--- config.mk ---
export PLATFORM = sky130hd
export DESIGN_NAME = swmq_win_cell
export DESIGN_NICKNAME = d
export VERILOG_FILES = /design/src/rtl/core/swmq_pkg.sv /design/src/rtl/core/swmq_win_cell.sv
export SDC_FILE = /design/constraint.sdc
export NUM_CORES = 1
export LEC_CHECK = 0
export BUFFER_PORTS_ARGS = -buffer_cell sky130_fd_sc_hd__buf_4
export CORE_UTILIZATION = 35
export CTS_BUF_LIST = sky130_fd_sc_hd__clkbuf_16
export DETAILED_ROUTE_END_ITERATION = 16
export PLACE_DENSITY_LB_ADDON = 0.05
export SYNTH_ARGS = -nofsm -noshare
export SYNTH_HDL_FRONTEND = slang
export SYNTH_SLANG_ARGS = --single-unit
--- constraint.sdc ---
create_clock -name clk -period 3 [get_ports clk]
set_input_delay 0.45 -clock clk [delete_from_list [all_inputs] [get_ports clk]]
set_output_delay 0.45 -clock clk [all_outputs]
set_load 0.02 [all_outputs]
--- src/rtl/core/swmq_pkg.sv ---
`timescale 1ns / 1ps
// ----------------------------------------------------------------------------
// Sliding window minimum package
// Command codes, default window depth and the data type that moves between
// neighboring cells of the window and candidate chains.
// ----------------------------------------------------------------------------
package swmq_pkg;

  // Command codes.
  localparam logic [1:0] CMD_PUSH  = 2'd0;
  localparam logic [1:0] CMD_EJECT = 2'd1;
  localparam logic [1:0] CMD_CLEAR = 2'd2;

  // Default number of entries the window holds.
  localparam int DEFAULT_WINDOW_DEPTH = 64;

  // Contents of one cell: a flag, the entry value and the entry key.
  typedef struct packed {
    logic               flag;
    logic signed [31:0] value;
    logic        [31:0] key;
  } cell_data_t;

  // Per-beat controls broadcast to every cell.
  typedef struct packed {
    logic               push;
    logic               eject;
    logic               clear;
    logic signed [31:0] value;
    logic        [31:0] key;
  } cell_ctrl_t;

endpackage

--- src/rtl/core/swmq_win_cell.sv ---
`timescale 1ns / 1ps
// ----------------------------------------------------------------------------
// Window cell
// Holds one window entry in age order. An eject shifts every entry one cell
// toward the front; a push writes the cell that sits at the fill count. The
// flag marks entries that are still on the candidate queue.
// ----------------------------------------------------------------------------
module swmq_win_cell (
  input  logic                clk,
  input  logic                rst,
  input  swmq_pkg::cell_ctrl_t ctrl,
  input  logic                write_here,
  input  swmq_pkg::cell_data_t from_next,
  output swmq_pkg::cell_data_t data
);
  import swmq_pkg::*;

  cell_data_t data_next;
  logic       greater;

  // A held entry drops off the candidate queue when a smaller value arrives.
  assign greater = data.value > ctrl.value;

  // Next contents of this cell.
  always_comb begin
    data_next = data;
    if (ctrl.eject) begin
      data_next = from_next;
    end else if (ctrl.push) begin
      if (write_here) begin
        data_next.flag  = 1'b1;
        data_next.value = ctrl.value;
        data_next.key   = ctrl.key;
      end else begin
        data_next.flag = data.flag & ~greater;
      end
    end
  end

  // Cell storage; the fill count decides which cells mean anything.
  always_ff @(posedge clk) begin
    if (rst) begin
      data.flag <= 1'b0;
    end else begin
      data.flag <= data_next.flag;
    end
    data.value <= data_next.value;
    data.key   <= data_next.key;
  end

endmodule

==> impl_metrics.ini, run 1 <==
[place]
dp_hpwl_mm = 6.73
dp_slack_ps = 529
dp.cells = 619
io_buffer_count = 198
place.gp.congestion = 0.788

[critical_path]
reg2reg_from = data[57]$_DFFE_PP_
path_max_fanout = 3
r2r_end = data[64]$_SDFFE_PP0P_
crit_type = flop to flop
setup.worst_path.end_class = flop
startpoint_type = flop
r2r_cells = 6
crit_start = data[57]$_DFFE_PP_
rrSetupSlack_ps = 730
worstPathRequired_ps = 3180
crit_arrival_ps = 2450

[detailed_routing]
via_per_inst = 4.62
routedWlPerCell_um = 13.8
drc_errors = 0
first_iter_violations = 43
ant_nets = 0
num_vias = 2922
drt_pass1_iterations = 4
wl_mm = 8.72

[global_routing]
grt_max_degree = 70
grt_pass1_vias = 2756
grt_pass1_wl_mm = 13.1
overflow = 0
antenna_found_initial = 0
grt_use_total = 0.166

[worst_hold_path]
hold_end = data[37]$_DFFE_PP_
holdPathStages = 3
holdCritStartpoint = from_next[37]
min_path_type = primary input to flop

[timing]
drv_slew = 0
fin_crit_sh = 0.757
setup-tns-final_ps = 0
finalClockSkew_ps = 5.09
rsz0062_at_grt = false
setup_violations = 0
max_freq_mhz = 441
hold_viol_final = 0
fin_ws_ps = 730
slew_headroom = 0.553
period_needed_ps = 2270
worst_pin_slew_ps = 653

[power]
switching_power_uw = 730
vdd_drop_max_mv = 0.284
clock_power_share = 0.345
switching_share = 0.259
comb_power_share = 0.242
p_int_uw = 2090
p_leak_uw = 0.00252
p_per_area_mw_per_mm2 = 519
power_frac_seq = 0.414

[finish]
fin_cells = 633
largest-register = data
largest_register_ffs = 65
num-nets-final = 664
final_cell_mix = buf_4, edfxtp_1, nand2_1, o21ai_0, mux2_2
diodes = 0
layout_commonest_cell = buf_4
fillCellCount = 885
top_regs = data: 65 flops
drive_gt1_frac = 0.496
area_growth_pct = 54.5

[yosys]
yosysUniqueCellTypes = 32
synth_top_family_by_area = adder cells
postSynth.asyncResetShare = 0
synthAdderAreaFrac = 0.114
ys_warn_count = 0
seq_area_frac_synth = 0.552
yosys.area_share.simple = 0.0793
synth-seq-cells = 65
synth_edf_count = 64
synth_ff_type = edfxtp_1
synth_cells = 296
synthMuxAreaShare = 0.113
avgSynthCellArea_um2 = 11.9
synth_compound_area_frac = 0.0950
synth-xor-area-share = 0
synthesis.area_mm2 = 0.00352
syn_nets = 463

[status]
status = completed

[cts]
cts.sinks = 65
clock_latency_ps = 320
postCtsSetupBuffers = 0
numCtsBuffers = 9
htreeDepth = 3
hold_buffers = 0
cts_buffer_depth = 2
postCtsResizedCells = 0
cts-root-buf = clkbuf_16
clk_pin_slew_ps = 50
cts_tree = yes

[die]
rows = 36
io_pins = 200
start_util = 0.360
die_x_um = 102
chipHeight_um = 102
core_area_mm2 = 0.00977
dieArea_mm2 = 0.0105

[run]
max_cap_violations = 0
==> synth_stat cells, types with 2 or more instances <==
master	instances	share of area
a211oi_1	4	0.0085
a21o_1	2	0.0043
a21oi_1	8	0.011
clkbuf_1	10	0.011
edfxtp_1	64	0.55
ha_1	32	0.11
inv_1	32	0.034
mux2_2	33	0.11
nand2_1	36	0.038
nand3_1	5	0.0071
nand4_1	5	0.0089
nor2_1	7	0.0075
nor3_1	3	0.0043
o21ai_0	36	0.051
o21bai_1	2	0.0043
==> power by group through the flow <==
| stage | clock [µW] | combinational (µW) | sequential, µW |
|---|---|---|---|
| global route | 1040 | 747 | 1180 |
| detailed placement | 0 | 691 | 1180 |
| floorplan | 0 | 209 | 1320 |
| CTS | 1010 | 694 | 1170 |
| global placement | 0 | 687 | 1180 |
| finish | 973 | 682 | 1170 |
==> critical path, stage by stage (launching register included) <==
cell	delay (ps)
edfxtp_1	410
ha_1	310
nand3_1	70
or3_1	410
a2111oi_0	640
or4_1	230
nand3_1	80
==> worst max path at each step <==
stage / slack (ps) / depth (start not counted) / end
6_report: 730 / 6 / data[64]$_SDFFE_PP0P_
3_5_place_dp: 530 / 8 / data[64]$_SDFFE_PP0P_
2_1_floorplan: 430 / 3 / data[0]$_DFFE_PP_
3_3_place_gp: 620 / 8 / data[64]$_SDFFE_PP0P_
5_1_grt: 550 / 6 / data[64]$_SDFFE_PP0P_
4_1_cts: 680 / 6 / data[64]$_SDFFE_PP0P_
==> metal layers <==
metal  vias up  wire length (µm)  global-route usage
met3         7               817              0.0650
met5         -                 0                   0
met4         0                95              0.0593
met1      1315              3510               0.192
li1       1482                 -                   -
met2       118              4300               0.280
==> final cells by class <==
type / instances / area [µm²] / area share
Inverter: 32 / 120 / 0.0221
Tap cell: 133 / 166 / 0.0306
Clock buffer: 9 / 225 / 0.0414
Clock inverter: 5 / 48.8 / 0.00898
Timing Repair Buffer: 201 / 1520 / 0.280
Multi-Input combinational cell: 188 / 1410 / 0.260
Sequential cell: 65 / 1940 / 0.357
==> per-stage QoR <==
stage / hold WS [ps] / power [µW] / util / area (µm²)
after floorplan: 637 / 1520 / - / 3520
after global placement: 638 / 1870 / 0.528 / 5160
after detailed placement: 673 / 1880 / 0.528 / 5160
after CTS: 397 / 2870 / 0.556 / 5440
after global routing: 406 / 2970 / 0.556 / 5440
final: 409 / 2820 / 0.556 / 5440
==> logic make-up after synthesis <==
| family | count (synthesis) |
|---|---|
| muxes | 35 |
| DFF | 65 |
| adders and majority gates | 32 |
| AOI/OAI and AO/OA | 59 |
| buffers and inverters | 43 |
| and+or+nand+nor | 62 |
Power figures use the tool's default switching activity.
==> run 2: changes to the inputs <==
- clock period: 3 -> 1.86 ns (I/O delays scaled with it)
==> impl_metrics.ini, run 2 (synthesis gave the netlist of run 1 again) <==
[critical_path]
worstPathRequired_ps = 2120
crit_start = data[41]$_DFFE_PP_
crit_type = flop to flop
reg2reg_from = data[41]$_DFFE_PP_
crit_arrival_ps = 2180
path_max_fanout = 2
startpoint_type = flop
setup.worst_path.end_class = flop

[place]
place.gp.congestion = 0.763
dp_hpwl_mm = 6.73
dpl_cell_area_mm2 = 0.00538
io_buffer_count = 198

[finish]
multi_input_area_mm2 = 0.00156
layout_commonest_cell = buf_4
largest-register = data
drive_gt1_frac = 0.557
seqCellArea_mm2 = 0.00194
final_area_mm2 = 0.00587
fillCellCount = 849
top_regs = data: 65 flops
area_growth_pct = 66.9
num-nets-final = 693
final_cell_mix = buf_4, edfxtp_1, nand2_1
largest_register_ffs = 65
diodes = 0

[run]
max_cap_violations = 0

[timing]
drv_slew = 0
setup_violations = 1
hold_viol_final = 0
setup-tns-final_ps = -55.0
worst_pin_slew_ps = 451
fin_ws_ps = -55.0
rsz0062_at_grt = true
finalClockSkew_ps = 7.58
fin_crit_sh = 1.03
slew_headroom = 0.699
max_freq_mhz = 522
period_needed_ps = 1910

[global_routing]
grt_use_total = 0.170
antenna_found_initial = 0
met2_usage = 0.289
overflow = 0
grt_pass1_wl_mm = 13.4
use_met3 = 0.0684
use_met1 = 0.197
busiest_layer = met2
grt_pass1_vias = 2882
grt_max_degree = 99

[worst_hold_path]
min_path_type = primary input to flop
holdCritStartpoint = from_next[37]

[status]
violations = negative setup slack
status = finished, violations left

[cts]
cts-root-buf = clkbuf_16
cts_buffer_depth = 2
clk_pin_slew_ps = 60
htreeDepth = 3
cts_tree = yes
clock_latency_ps = 320
hold_buffers = 0
numCtsBuffers = 9
cts.sinks = 65

[detailed_routing]
first_iter_violations = 52
via_per_inst = 4.58
drc_errors = 0
num_vias = 3039
ant_nets = 0
wl_mm = 9.01
routedWlPerCell_um = 13.6
drt_pass1_iterations = 4

[die]
dieArea_mm2 = 0.0105
start_util = 0.360
core_area_mm2 = 0.00977
die_x_um = 102
rows = 36
io_pins = 200
chipHeight_um = 102

[power]
p_leak_uw = 0.00270
vdd_drop_max_mv = 0.410
p_per_area_mw_per_mm2 = 845
-- run 2: worst max-delay path: stages, from the launching register on --
cell,delay [ps]
edfxtp_1,430
ha_4,240
a211oi_2,180
o21bai_1,120
a221oi_2,270
a211oi_2,120
or4_1,410
nand3_1,90
-- run 2: power by group --
| part | internal (µW) | total, µW | switching [µW] | leakage (µW) |
|---|---|---|---|---|
| logic | 686 | 1280 | 593 | 0.00190 |
| clock network | 1170 | 1790 | 621 | 0.000152 |
| registers | 1810 | 1890 | 76.5 | 0.000649 |
-- run 2: path summary, 6_finish.rpt --
kind / end / slack (ps) / cells past startpoint
worst min-delay path: data[37]$_DFFE_PP_ / 230 / 3
worst min register to register: data[64]$_SDFFE_PP0P_ / 670 / 4
worst max register to register: data[64]$_SDFFE_PP0P_ / -50 / 7
worst max-delay path: data[64]$_SDFFE_PP0P_ / -50 / 7
-- run 2: repair_timing --
item | CTS | global route
buffers inserted | 5 | 1
pin swaps | 11 | 6
endpoints found under the setup margin | 1 | 1
resized for setup | 11 | 8
-- run 2: stage by stage --
step | utilization | worst slack (ps) | hold WS (ps) | std cells | total power [µW]
global route | 0.601 | -159 | 234 | 664 | 5210
floorplan | - | -123 | 466 | 296 | 2470
global placement | 0.551 | -145 | 558 | 642 | 3110
finish | 0.601 | -55.0 | 234 | 664 | 4960
CTS | 0.594 | -66.8 | 227 | 663 | 5000
detailed placement | 0.551 | -174 | 562 | 642 | 3120
-- run 2: cell type report --
cell class,instances,share of cell area
clock buffers,9,0.0384
multi-input cells,188,0.266
well taps,133,0.0283
clock inverters,7,0.0158
flip-flops and latches,65,0.331
repair buffers,230,0.301
inverters,32,0.0205
-- run 2: layer usage --
layer	wire, µm	up-vias
li1	-	1539
met1	3590	1364
met2	4480	130
met3	861	6
met4	76	0
met5	0	-
==> run 3: changes to the inputs <==
- SKIP_CTS_REPAIR_TIMING: unset -> 1
==> impl_metrics.ini, run 3 (synthesis gave the netlist of run 1 again) <==
[timing]
max_freq_mhz = 514
worst_pin_slew_ps = 445
hold_viol_final = 0
rsz0062_at_grt = true
fin_crit_sh = 1.05
fin_ws_ps = -86.7
slew_headroom = 0.703
finalClockSkew_ps = 7.15
period_needed_ps = 1950
drv_slew = 0
setup_violations = 1
hold-worst-slack_ps = 237

[detailed_routing]
drc_errors = 0
drt_pass1_iterations = 4
routedWlPerCell_um = 13.5
wl_mm = 8.91
ant_nets = 0
first_iter_violations = 55
num_vias = 3026
via_per_inst = 4.58

[finish]
layout_commonest_cell = buf_4
fin_cells = 661
drive_gt1_frac = 0.551
final_cell_mix = buf_4, edfxtp_1, nand2_1
post-route-util = 0.598
diodes = 0
num-nets-final = 690
area_growth_pct = 66.1
largest_register_ffs = 65
largest-register = data
top_regs = data: 65 flops

[global_routing]
overflow = 0
grt_pass1_wl_mm = 13.1
antenna_found_initial = 0
grt_max_degree = 99
grt_pass1_vias = 2816
grt_use_total = 0.166

[cts]
cts.sinks = 65
cts_tree = yes
numCtsBuffers = 9
clk_pin_slew_ps = 60
cts_buffer_depth = 2
htreeDepth = 3
cts-root-buf = clkbuf_16
clock_latency_ps = 320

[critical_path]
crit_type = flop to flop
r2r_end = data[64]$_SDFFE_PP0P_
worstPathRequired_ps = 2050
crit_start = data[57]$_DFFE_PP_
path_max_fanout = 2
setup.worst_path.end_class = flop
reg2reg_from = data[57]$_DFFE_PP_
endpoint = data[64]$_SDFFE_PP0P_
startpoint_type = flop
r2r_cells = 6
crit_arrival_ps = 2140
rrSetupSlack_ps = -90

[power]
switching_share = 0.260
switching_power_uw = 1290
p_int_uw = 3660
power_frac_seq = 0.382
finalPower_uw = 4940
comb_power_share = 0.256
clock_power_share = 0.363
p_per_area_mw_per_mm2 = 846
p_leak_uw = 0.00268
vdd_drop_max_mv = 0.410

[place]
io_buffer_count = 198
dp_hpwl_mm = 6.73
dp_slack_ps = -174
dp.cells = 642
place.gp.congestion = 0.763

[worst_hold_path]
min_path_type = primary input to flop

[die]
core_area_mm2 = 0.00977
io_pins = 200
start_util = 0.360
chipHeight_um = 102
rows = 36
die_x_um = 102
dieArea_mm2 = 0.0105

[status]
status = finished, violations left
violations = negative setup slack

[run]
max_cap_violations = 0
==> run 3: final cells by class <==
cell class,count,area (µm²)
sequential,65,1940
multi-input combinational,188,1560
clock inverter,7,92.6
timing repair buffer,227,1740
inverter,32,120
fill,853,3930
clock buffer,9,225
tap,133,166
==> run 3: metal layers <==
layer,wire (µm),global-route usage
met5,0,0
met4,94,0.0462
met3,785,0.0684
met2,4440,0.278
met1,3590,0.197
==> run 3: how the worst min path moves through the flow <==
stage             startpoint            endpoint  cells after the start
6_report       from_next[38]  data[38]$_DFFE_PP_                      3
3_3_place_gp   from_next[38]  data[38]$_DFFE_PP_                      3
2_1_floorplan  from_next[63]  data[63]$_DFFE_PP_                      2
5_1_grt        from_next[54]  data[54]$_DFFE_PP_                      3
3_5_place_dp   from_next[52]  data[52]$_DFFE_PP_                      3
4_1_cts        from_next[38]  data[38]$_DFFE_PP_                      3
==> run 3: power groups by stage <==
stage,Sequential (µW),Clock (µW),Combinational (µW)
after CTS,1880,1850,1220
after detailed placement,1910,0,1220
final,1890,1790,1260
after global placement,1900,0,1210
after global routing,1910,1910,1380
after floorplan,2120,0,349
==> run 3: critical path, cell delays in order (launching register included) <==
cell,delay (ps)
edfxtp_1,440
ha_4,310
nand3_1,80
or3_1,420
a2111oi_4,360
or4_1,160
nand3_1,60
==> run 3: through the flow <==
stage	instance area, µm²	TNS (ps)
after detailed placement	5380	-174
final	5840	-86.7
after global routing	5840	-182
after global placement	5380	-145
after floorplan	3540	-123
after CTS	5700	-196
