`config.mk`:
```
export PLATFORM = sky130hd
export DESIGN_NAME = swmq_cand_cell
export DESIGN_NICKNAME = d
export VERILOG_FILES = /design/src/rtl/core/swmq_pkg.sv /design/src/rtl/core/swmq_cand_cell.sv
export SDC_FILE = /design/constraint.sdc
export NUM_CORES = 1
export LEC_CHECK = 0
export BUFFER_PORTS_ARGS = -buffer_cell sky130_fd_sc_hd__buf_2
export CORE_AREA = 3 3 91 93
export DETAILED_ROUTE_END_ITERATION = 8
export DIE_AREA = 0 0 94 96
export GPL_TIMING_DRIVEN = 0
export HOLD_SLACK_MARGIN = 0.06
export PLACE_DENSITY = 0.93
export SLEW_MARGIN = 5
export SYNTH_ARGS = -nofsm -noshare
export SYNTH_HDL_FRONTEND = slang
export SYNTH_SLANG_ARGS = --single-unit
```
`constraint.sdc`:
```
create_clock -name clk -period 13.04 [get_ports clk]
set_input_delay 2.608 -clock clk [delete_from_list [all_inputs] [get_ports clk]]
set_output_delay 2.608 -clock clk [all_outputs]
set_load 0.1 [all_outputs]
```
`src/rtl/core/swmq_pkg.sv`:
```
`timescale 1ns / 1ps
// ----------------------------------------------------------------------------
// Sliding window minimum package
// Command codes, default window depth and the data type that moves between
// neighboring cells of the window and candidate chains.
// ----------------------------------------------------------------------------
package swmq_pkg;

  // Command codes.
  localparam logic [1:0] CMD_PUSH  = 2'd0;
  localparam logic [1:0] CMD_EJECT = 2'd1;
  localparam logic [1:0] CMD_CLEAR = 2'd2;

  // Default number of entries the window holds.
  localparam int DEFAULT_WINDOW_DEPTH = 64;

  // Contents of one cell: a flag, the entry value and the entry key.
  typedef struct packed {
    logic               flag;
    logic signed [31:0] value;
    logic        [31:0] key;
  } cell_data_t;

  // Per-beat controls broadcast to every cell.
  typedef struct packed {
    logic               push;
    logic               eject;
    logic               clear;
    logic signed [31:0] value;
    logic        [31:0] key;
  } cell_ctrl_t;

endpackage

```
`src/rtl/core/swmq_cand_cell.sv`:
```
`timescale 1ns / 1ps
// ----------------------------------------------------------------------------
// Candidate cell
// One place of the monotone candidate queue, front at the first cell. On a
// push every cell compares its value against the new one at once; cells
// holding a greater value empty, and the first emptied or empty cell after
// the kept prefix takes the new entry.
// ----------------------------------------------------------------------------
module swmq_cand_cell (
  input  logic                 clk,
  input  logic                 rst,
  input  swmq_pkg::cell_ctrl_t ctrl,
  input  logic                 shift,
  input  logic                 prev_keep,
  input  swmq_pkg::cell_data_t from_next,
  output swmq_pkg::cell_data_t data,
  output logic                 keep
);
  import swmq_pkg::*;

  cell_data_t data_next;

  // The cell survives a push when it is valid and not greater than the new value.
  assign keep = data.flag & ~(data.value > ctrl.value);

  // Next contents of this cell.
  always_comb begin
    data_next = data;
    if (ctrl.clear) begin
      data_next.flag = 1'b0;
    end else if (shift) begin
      data_next = from_next;
    end else if (ctrl.push) begin
      if (!keep) begin
        data_next.flag  = prev_keep;
        data_next.value = ctrl.value;
        data_next.key   = ctrl.key;
      end
    end
  end

  // Cell storage; the flag is the valid bit.
  always_ff @(posedge clk) begin
    if (rst) begin
      data.flag <= 1'b0;
    end else begin
      data.flag <= data_next.flag;
    end
    data.value <= data_next.value;
    data.key   <= data_next.key;
  end

endmodule
```
==> results.json, run 1 <==
{
  "slowest_stage": "or4_4",
  "fin_crit_sh_pct": 56.72,
  "cts_setup_buffers": 0,
  "synth-async-reset-ratio_pct": 0,
  "syn-num-nets": 473,
  "r2r_end": "data[27]$_DFFE_PP_",
  "path_buf_inv": 4,
  "first_pass_iters": 4,
  "nFillCells": 589,
  "use_met2_pct": 39.56,
  "ir_worst_vdd_mv": 0.1125,
  "power.density_nw_per_um2": 140.5,
  "synth_top_cell_area_share_pct": 53.20,
  "hold_class": "flop to flop",
  "cts_made_buffers": 9,
  "netlist_area_um2": 3612,
  "max_freq_mhz": 135.2,
  "place_inst": 610,
  "die_area_um2": 9024,
  "ys_warn_count": 0,
  "boundaryPins": 202,
  "cap_violations": 0,
  "ys_seq_area_share_pct": 53.76,
  "core_area_um2": 7607,
  "detail_route.iter0.violations": 82,
  "hold_slack_ns": 0.8933,
  "timing.rr.start": "data[63]$_DFFE_PP_",
  "multi_input_area_um2": 1494,
  "nets": 687,
  "path_cells": "buf_2 > inv_1 > ha_1 > buf_6 > nand4_4 > or4_4 > nand2b_4 > a31oi_1 > o211a_1 > buf_2",
  "setup_viol": 0,
  "reg2reg_depth": 11,
  "vias": 3188,
  "syn_inst": 305,
  "clk_path_buf_depth": 2,
  "max_flop_register": "data",
  "grt_max_degree": 20,
  "top_regs": "data (65)",
  "syn_to_final_growth_pct": 38.07,
  "avgSynthCellArea_um2": 11.84,
  "ys_types": 34,
  "post_cts_resized": 0,
  "cts_sinks": 65,
  "end_kind": "output port",
  "path_delay_family": "simple AND/OR/NAND/NOR gates",
  "synth_edf_count": 64,
  "drt-total-wl_um": 10080,
  "regArea_um2": 1942,
  "holdCritStartpoint": "data[64]$_SDFFE_PP0P_",
  "ys.flop_type": "edfxtp_1",
  "cp_max_fo": 9,
  "maxSlewViolCount": 0,
  "tns_ns": 0,
  "clk_latency_ns": 0.33,
  "grt_busiest_layer": "met2",
  "routedWlPerCell_um": 16.10,
  "crit_required_ns": 10.43,
  "hold_viol": 0,
  "gp_congestion": 0.7731,
  "die_x_um": 94,
  "tightestPinTransition_ns": 0.6114,
  "maxSlewHeadroom_pct": 59.24,
  "cpPeakStageDelay_ns": 0.55,
  "hold_end": "data[64]$_SDFFE_PP0P_",
  "grt_pass1_wl_um": 14660,
  "port_buffers": 199,
  "initial_utilization_pct": 47.48,
  "grt_use_met3_pct": 7.819,
  "grt_overflow_total": 0,
  "ys_ff_latch": 65,
  "yosysMostFrequentCell": "edfxtp_1",
  "tritoncts": "yes",
  "final_cell_count_no_fill": 626,
  "cp.arrival_ns": 4.79,
  "startpoint_type": "primary input",
  "path_class": "primary input to output port",
  "synth_top_area_cell": "edfxtp_1",
  "cp_common_cell": "buf_2",
  "r2r_setup_slack_ns": 9.69,
  "viasPerCell": 5.093,
  "rsz0062_at_grt": "no",
  "antenna_cells": 0,
  "hold_path_depth": 5,
  "grtUsageTotal_pct": 21.32,
  "ctsHtreeMaxLevel": 3,
  "p_leak_nw": 2.362,
  "finalPower_mw": 0.7008,
  "outcome": "finished clean",
  "ys_top_cells_by_count": "edfxtp_1 (64), nand2_1 (39), o21ai_0 (35)",
  "skew_ns": 0.01344,
  "largest_reg_flops": 65,
  "cts.clk_slew.worst_paths_ns": 0.07,
  "rows": 32,
  "antenna_found_initial": 0,
  "first_global_vias": 3152,
  "remaining_drc_errors": 0,
  "dp_hpwl_um": 8111,
  "period_minus_slack_ns": 7.396,
  "die_h_um": 96,
  "drive_above_1_share_pct": 49.24,
  "cts-hold-fix-buffers": 0,
  "final_util_pct": 65.56,
  "postRouteAntennaNets": 0,
  "grt_use_met1_pct": 23.05,
  "root_buffer": "clkbuf_8",
  "synthTopCellsByArea": "edfxtp_1 (53%), ha_1 (11%), mux2_2 (10%)"
}
==> worst max path at each step <==
stage / start / to / slack, ns / depth (start not counted)
detailed placement: ctrl[63] / keep / 5.64 / 10
CTS: ctrl[63] / keep / 5.65 / 10
global route: ctrl[62] / keep / 5.56 / 10
finish: ctrl[63] / keep / 5.64 / 10
floorplan: ctrl[63] / keep / 5.76 / 8
global placement: ctrl[63] / data[1]$_DFFE_PP_ / 5.64 / 10
==> per-layer routing <==
metal  vias to the layer above  routed length, µm
li1                       1548                  -
met1                      1490               3766
met2                       144               5357
met3                         6                872
met4                         0                 83
met5                         -                  0
==> worst min-delay path, stage by stage (launching register included) <==
cell	delay [ns]
dfxtp_1	0.33
a21oi_1	0.11
nor2_1	0.05
a21oi_1	0.15
a2111oi_2	0.07
and2_1	0.14
==> stage by stage <==
stage	instance area (µm²)	setup WS, ns
floorplan	3612	5.760
global placement	4736	5.643
detailed placement	4792	5.642
CTS	4987	5.648
global route	4987	5.564
finish	4987	5.644
==> final cells by class <==
| class | count | share of cell area [%] |
|---|---|---|
| Clock inverter | 7 | 1.430 |
| Tap cell | 102 | 2.559 |
| Inverter | 33 | 2.484 |
| Multi-Input combinational cell | 195 | 29.95 |
| Clock buffer | 9 | 2.484 |
| Sequential cell | 65 | 38.94 |
| Timing Repair Buffer | 203 | 21.10 |
| Buffer | 12 | 1.054 |
==> where the power goes <==
| part | leakage (nW) | switching, mW | total [mW] | internal [mW] |
|---|---|---|---|---|
| logic | 1.64 | 0.206 | 0.264 | 0.0579 |
| clock network | 0.0929 | 0.0826 | 0.171 | 0.0880 |
| registers | 0.632 | 0.00863 | 0.266 | 0.257 |
| total | 2.36 | 0.298 | 0.701 | 0.403 |
==> cell usage in the layout (no fill, tap or decap), types with 7 or more instances in the layout <==
cell,count
clkbuf_8,9
nand2_1,39
o21ai_0,35
mux2_2,33
buf_2,199
ha_1,32
inv_1,33
nand4_1,7
clkbuf_1,9
edfxtp_1,64
a21oi_1,16
==> logic make-up (layout without fill, tap and decap cells) <==
family | after synthesis | count (layout) | share of synthesized area, %
adder cells (fa/ha/maj) | 32 | 32 | 11.08
buffers and inverters | 45 | 264 | 4.884
AND/OR/NAND/NOR | 68 | 68 | 10.22
AO/OA/AOI/OAI | 62 | 62 | 9.768
flip-flops | 65 | 65 | 53.76
multiplexers | 33 | 33 | 10.29
Power figures use the tool's default switching activity.
==> inputs of run 2 (changes only) <==
CORE_AREA = 3 3 94 96   (was 3 3 91 93)
DIE_AREA = 0 0 97 99   (was 0 0 94 96)
PLACE_DENSITY = 0.88   (was 0.93)
clock period = 7 ns   (was 13.04 ns; I/O delays follow)
==> run 2 against run 1 <==
  * Register-to-register slack got worse by 5.9 ns
  * Clock power increased by 73%
  * Global-route usage decreased by 0.40 points
  * Critical path depth unchanged
  * Utilization decreased by 4.4 points
  * Critical path type unchanged
==> results.json, run 2 (synthesis results as in run 1) <==
{
  "outcome": "finished clean",
  "port_buffers": 199,
  "layout_commonest_cell": "buf_2",
  "fin_crit_sh_pct": 70.59,
  "power.density_nw_per_um2": 257.8,
  "cts.clk_slew.worst_paths_ns": 0.06,
  "top_regs": "data (65)",
  "place_inst": 612,
  "tightestPinTransition_ns": 0.8768,
  "tritoncts": "yes",
  "clk_latency_ns": 0.33,
  "cts_made_buffers": 9,
  "final_cell_count_no_fill": 627,
  "max_flop_register": "data",
  "p_leak_nw": 2.354,
  "vias": 3174,
  "regArea_um2": 1942,
  "dp_hpwl_um": 8048,
  "hold_class": "flop to flop",
  "syn_to_final_growth_pct": 37.69,
  "largest_reg_flops": 65,
  "postRouteAntennaNets": 0,
  "maxSlewViolCount": 0,
  "routedWlPerCell_um": 15.81,
  "core_area_um2": 8134,
  "detail_route.iter0.violations": 86,
  "cts-hold-fix-buffers": 0,
  "period_minus_slack_ns": 4.941,
  "cts_setup_buffers": 0,
  "rows": 33,
  "crit_required_ns": 5.60,
  "nFillCells": 661,
  "nets": 686,
  "first_pass_iters": 4,
  "hold_viol": 0,
  "skew_ns": 0.01137,
  "gp_congestion": 0.8728,
  "max_freq_mhz": 202.4,
  "die_h_um": 99,
  "startpoint_type": "primary input",
  "cp.arrival_ns": 3.54,
  "maxSlewHeadroom_pct": 41.37,
  "cap_violations": 0,
  "multi_input_area_um2": 1494,
  "grt_overflow_total": 0,
  "ctsHtreeMaxLevel": 3,
  "cp_max_fo": 6,
  "initial_utilization_pct": 44.41,
  "layout_common_cells": "buf_2 (199), edfxtp_1 (64), nand2_1 (39)",
  "pre_cts_ws_ns": 2.046,
  "grt_max_degree": 21,
  "tns_ns": 0,
  "boundaryPins": 202,
  "post_cts_resized": 0,
  "setup_ws_ns": 2.059,
  "grtUsageTotal_pct": 20.93,
  "die_x_um": 97,
  "die_area_um2": 9603,
  "remaining_drc_errors": 0,
  "end_kind": "output port",
  "clk_path_buf_depth": 2,
  "cts_sinks": 65,
  "setup_viol": 0,
  "first_global_vias": 3360,
  "root_buffer": "clkbuf_8",
  "drive_above_1_share_pct": 48.75,
  "finalPower_mw": 1.282,
  "drt-total-wl_um": 9911,
  "ir_worst_vdd_mv": 0.1688,
  "rsz0062_at_grt": "no",
  "grt_pass1_wl_um": 15840,
  "path_class": "primary input to output port",
  "viasPerCell": 5.062,
  "antenna_found_initial": 3
}
-- run 2: path summary, 6_finish.rpt --
check / startpoint / slack, ns / endpoint / depth (start not counted)
min: data[64]$_SDFFE_PP0P_ / 0.88 / data[64]$_SDFFE_PP0P_ / 5
max: ctrl[62] / 2.06 / keep / 10
min reg2reg: data[64]$_SDFFE_PP0P_ / 0.88 / data[64]$_SDFFE_PP0P_ / 5
max reg2reg: data[63]$_DFFE_PP_ / 3.75 / data[4]$_DFFE_PP_ / 9
-- run 2: area by class of cell --
class	instances	share of cell area (%)
Clock buffer	10	2.566
Sequential cell	65	39.04
Buffer	12	1.057
Clock inverter	4	0.9308
Antenna cell	1	0.05031
Inverter	33	2.491
Multi-Input combinational cell	195	30.04
Timing Repair Buffer	202	21.18
Tap cell	105	2.642
-- run 2: report_power, final --
part	leakage [nW]	internal, mW	total [mW]	switching (mW)
combinational	1.64	0.108	0.491	0.383
clock	0.0857	0.159	0.295	0.136
sequential	0.632	0.480	0.496	0.0162
-- run 2: metal layers --
metal,vias up,share of wire [%],global-route usage [%]
met3,20,9.1,6.936
met4,4,1.9,7.559
met5,-,0.20,0
met2,154,51,36.94
li1,1546,-,-
met1,1450,38,23.69
-- run 2: worst max-delay path, stage by stage --
cell	delay (ns)
buf_2	0.08
inv_1	0.04
ha_1	0.35
a21oi_1	0.16
nand2_1	0.07
a221oi_1	0.29
o211ai_1	0.29
a31oi_1	0.26
o211a_1	0.17
buf_2	0.43
-- run 2: per-stage QoR --
| step | instance area [µm²] | utilization, % | hold slack (ns) |
|---|---|---|---|
| global route | 4974 | 61.14 | 1.000 |
| CTS | 4971 | 61.11 | 0.8879 |
| finish | 4974 | 61.14 | 0.8841 |
| floorplan | 3612 | - | 1.296 |
| detailed placement | 4797 | 58.98 | 0.8715 |
| global placement | 4740 | 58.27 | 0.8657 |
==> inputs of run 3 (changes only) <==
CORE_AREA = 3 3 100 102   (was 3 3 94 96)
DIE_AREA = 0 0 103 105   (was 0 0 97 99)
PLACE_DENSITY = 0.82   (was 0.88)
clock period = 4.4 ns   (was 7 ns; I/O delays follow)
==> run 3 against run 2 <==
  * Die area rose by 13%
  * Clock skew rose by 0.00075 ns
  * Cell area rose by 0.33%
  * Highest routed layer is now met4
==> results.json, run 3 (synthesis results as in run 1) <==
{
  "outcome": "finished clean",
  "grt_use_met3_pct": 4.206,
  "tightestPinTransition_ns": 0.7710,
  "path_cells": "buf_2 > inv_1 > ha_1 > a21oi_1 > nand2_1 > a221oi_1 > o211ai_1 > a31oi_1 > o211a_1 > buf_2",
  "grt_overflow_total": 0,
  "vias": 3175,
  "largest_reg_flops": 65,
  "first_pass_iters": 4,
  "period_minus_slack_ns": 3.920,
  "cpPeakStageDelay_ns": 0.43,
  "die_x_um": 103,
  "ctsHtreeMaxLevel": 3,
  "skew_ns": 0.01212,
  "top_regs": "data (65)",
  "rows": 35,
  "cp.arrival_ns": 3.04,
  "cts.clk_slew.worst_paths_ns": 0.08,
  "hold_class": "primary input to flop",
  "maxSlewHeadroom_pct": 48.44,
  "ir_worst_vdd_mv": 0.2560,
  "core_area_um2": 9196,
  "cts_made_buffers": 9,
  "fin_crit_sh_pct": 89.09,
  "antenna_found_initial": 0,
  "r2r_setup_slack_ns": 1.07,
  "crit_required_ns": 3.52,
  "max_flop_register": "data",
  "tritoncts": "yes",
  "power.density_nw_per_um2": 413.5,
  "timing.rr.start": "data[59]$_DFFE_PP_",
  "grtUsageTotal_pct": 17.82,
  "postRouteAntennaNets": 0,
  "maxSlewViolCount": 0,
  "grt_use_met1_pct": 20.94,
  "antenna_cells": 0,
  "cts_setup_buffers": 0,
  "use_met2_pct": 30.80,
  "viasPerCell": 5.008,
  "cap_violations": 0,
  "initial_utilization_pct": 39.28,
  "drive_above_1_share_pct": 48.95,
  "cp_common_cell": "buf_2",
  "rsz0062_at_grt": "no",
  "die_h_um": 105,
  "syn_to_final_growth_pct": 38.14,
  "r2r_end": "data[6]$_DFFE_PP_",
  "clk_latency_ns": 0.34,
  "grt_pass1_wl_um": 14960,
  "post_cts_resized": 0,
  "clk_path_buf_depth": 2,
  "remaining_drc_errors": 0,
  "slowest_stage": "buf_2",
  "nets": 686,
  "p_leak_nw": 2.351,
  "die_area_um2": 10820,
  "max_freq_mhz": 255.1,
  "gp_congestion": 0.7936,
  "routedWlPerCell_um": 15.59,
  "path_class": "primary input to output port",
  "final_util_pct": 54.26,
  "root_buffer": "clkbuf_8",
  "cts-hold-fix-buffers": 0,
  "layout_commonest_cell": "buf_2",
  "port_buffers": 199,
  "setup_viol": 0,
  "worstSetupEndpoint": "keep",
  "hold_slack_ns": 0.8232,
  "cts_sinks": 65,
  "end_kind": "output port",
  "nFillCells": 820,
  "hold_viol": 0,
  "grt_max_degree": 20,
  "drt-total-wl_um": 9884,
  "cp_max_fo": 6,
  "startpoint_type": "primary input",
  "detail_route.iter0.violations": 95,
  "boundaryPins": 202,
  "layout_common_cells": "buf_2 (199), edfxtp_1 (64), nand2_1 (39)",
  "reg2reg_depth": 9,
  "first_global_vias": 3216,
  "grt_busiest_layer": "met2",
  "startpoint": "ctrl[62]",
  "dp_hpwl_um": 7950
}
[run 3: routing by layer]
metal | wire [µm] | vias up
li1 | - | 1539
met3 | 783 | 16
met4 | 203 | 0
met1 | 3905 | 1474
met5 | 0 | -
met2 | 4992 | 146
[run 3: report_power, final]
group	leakage (nW)	total, mW	internal [mW]	switching, mW
registers	0.632	0.787	0.763	0.0245
clock network	0.0877	0.494	0.255	0.239
logic	1.63	0.782	0.171	0.612
total	2.35	2.06	1.19	0.875
[run 3: area by class of cell]
cell class,instances,area [µm²],area share [%]
Buffer,12,52.55,1.053
Clock buffer,9,123.9,2.482
Clock inverter,7,61.31,1.229
Inverter,33,123.9,2.482
Multi-Input combinational cell,195,1506,30.19
Sequential cell,65,1942,38.92
Tap cell,111,138.9,2.783
Timing Repair Buffer,202,1041,20.86
[run 3: stage by stage]
| stage | power, mW | TNS [ns] | cell area (µm²) | setup WS, ns | std cells |
|---|---|---|---|---|---|
| finish | 2.063 | 0 | 4990 | 0.4801 | 634 |
| global route | 2.150 | 0 | 4990 | 0.3455 | 634 |
| CTS | 2.083 | 0 | 4990 | 0.4837 | 634 |
| detailed placement | 1.586 | 0 | 4805 | 0.4964 | 618 |
| global placement | 1.567 | -79.77 | 4760 | -1.251 | 615 |
| floorplan | 1.409 | -14.92 | 3625 | -0.2332 | 305 |
[run 3: worst min-delay path by stage]
stage	start	to	depth (start not counted)
floorplan	from_next[63]	data[63]$_DFFE_PP_	2
CTS	from_next[53]	data[53]$_DFFE_PP_	3
global route	from_next[52]	data[52]$_DFFE_PP_	3
finish	from_next[53]	data[53]$_DFFE_PP_	3
global placement	data[64]$_SDFFE_PP0P_	data[64]$_SDFFE_PP0P_	5
detailed placement	data[64]$_SDFFE_PP0P_	data[64]$_SDFFE_PP0P_	5
[run 3: worst max-delay path, delay by kind of cell]
family          cells  cell delay, ns
simple gates        1            0.08
compound gates      5            1.17
fa+ha+maj           1            0.35
buf+inv             3            0.57
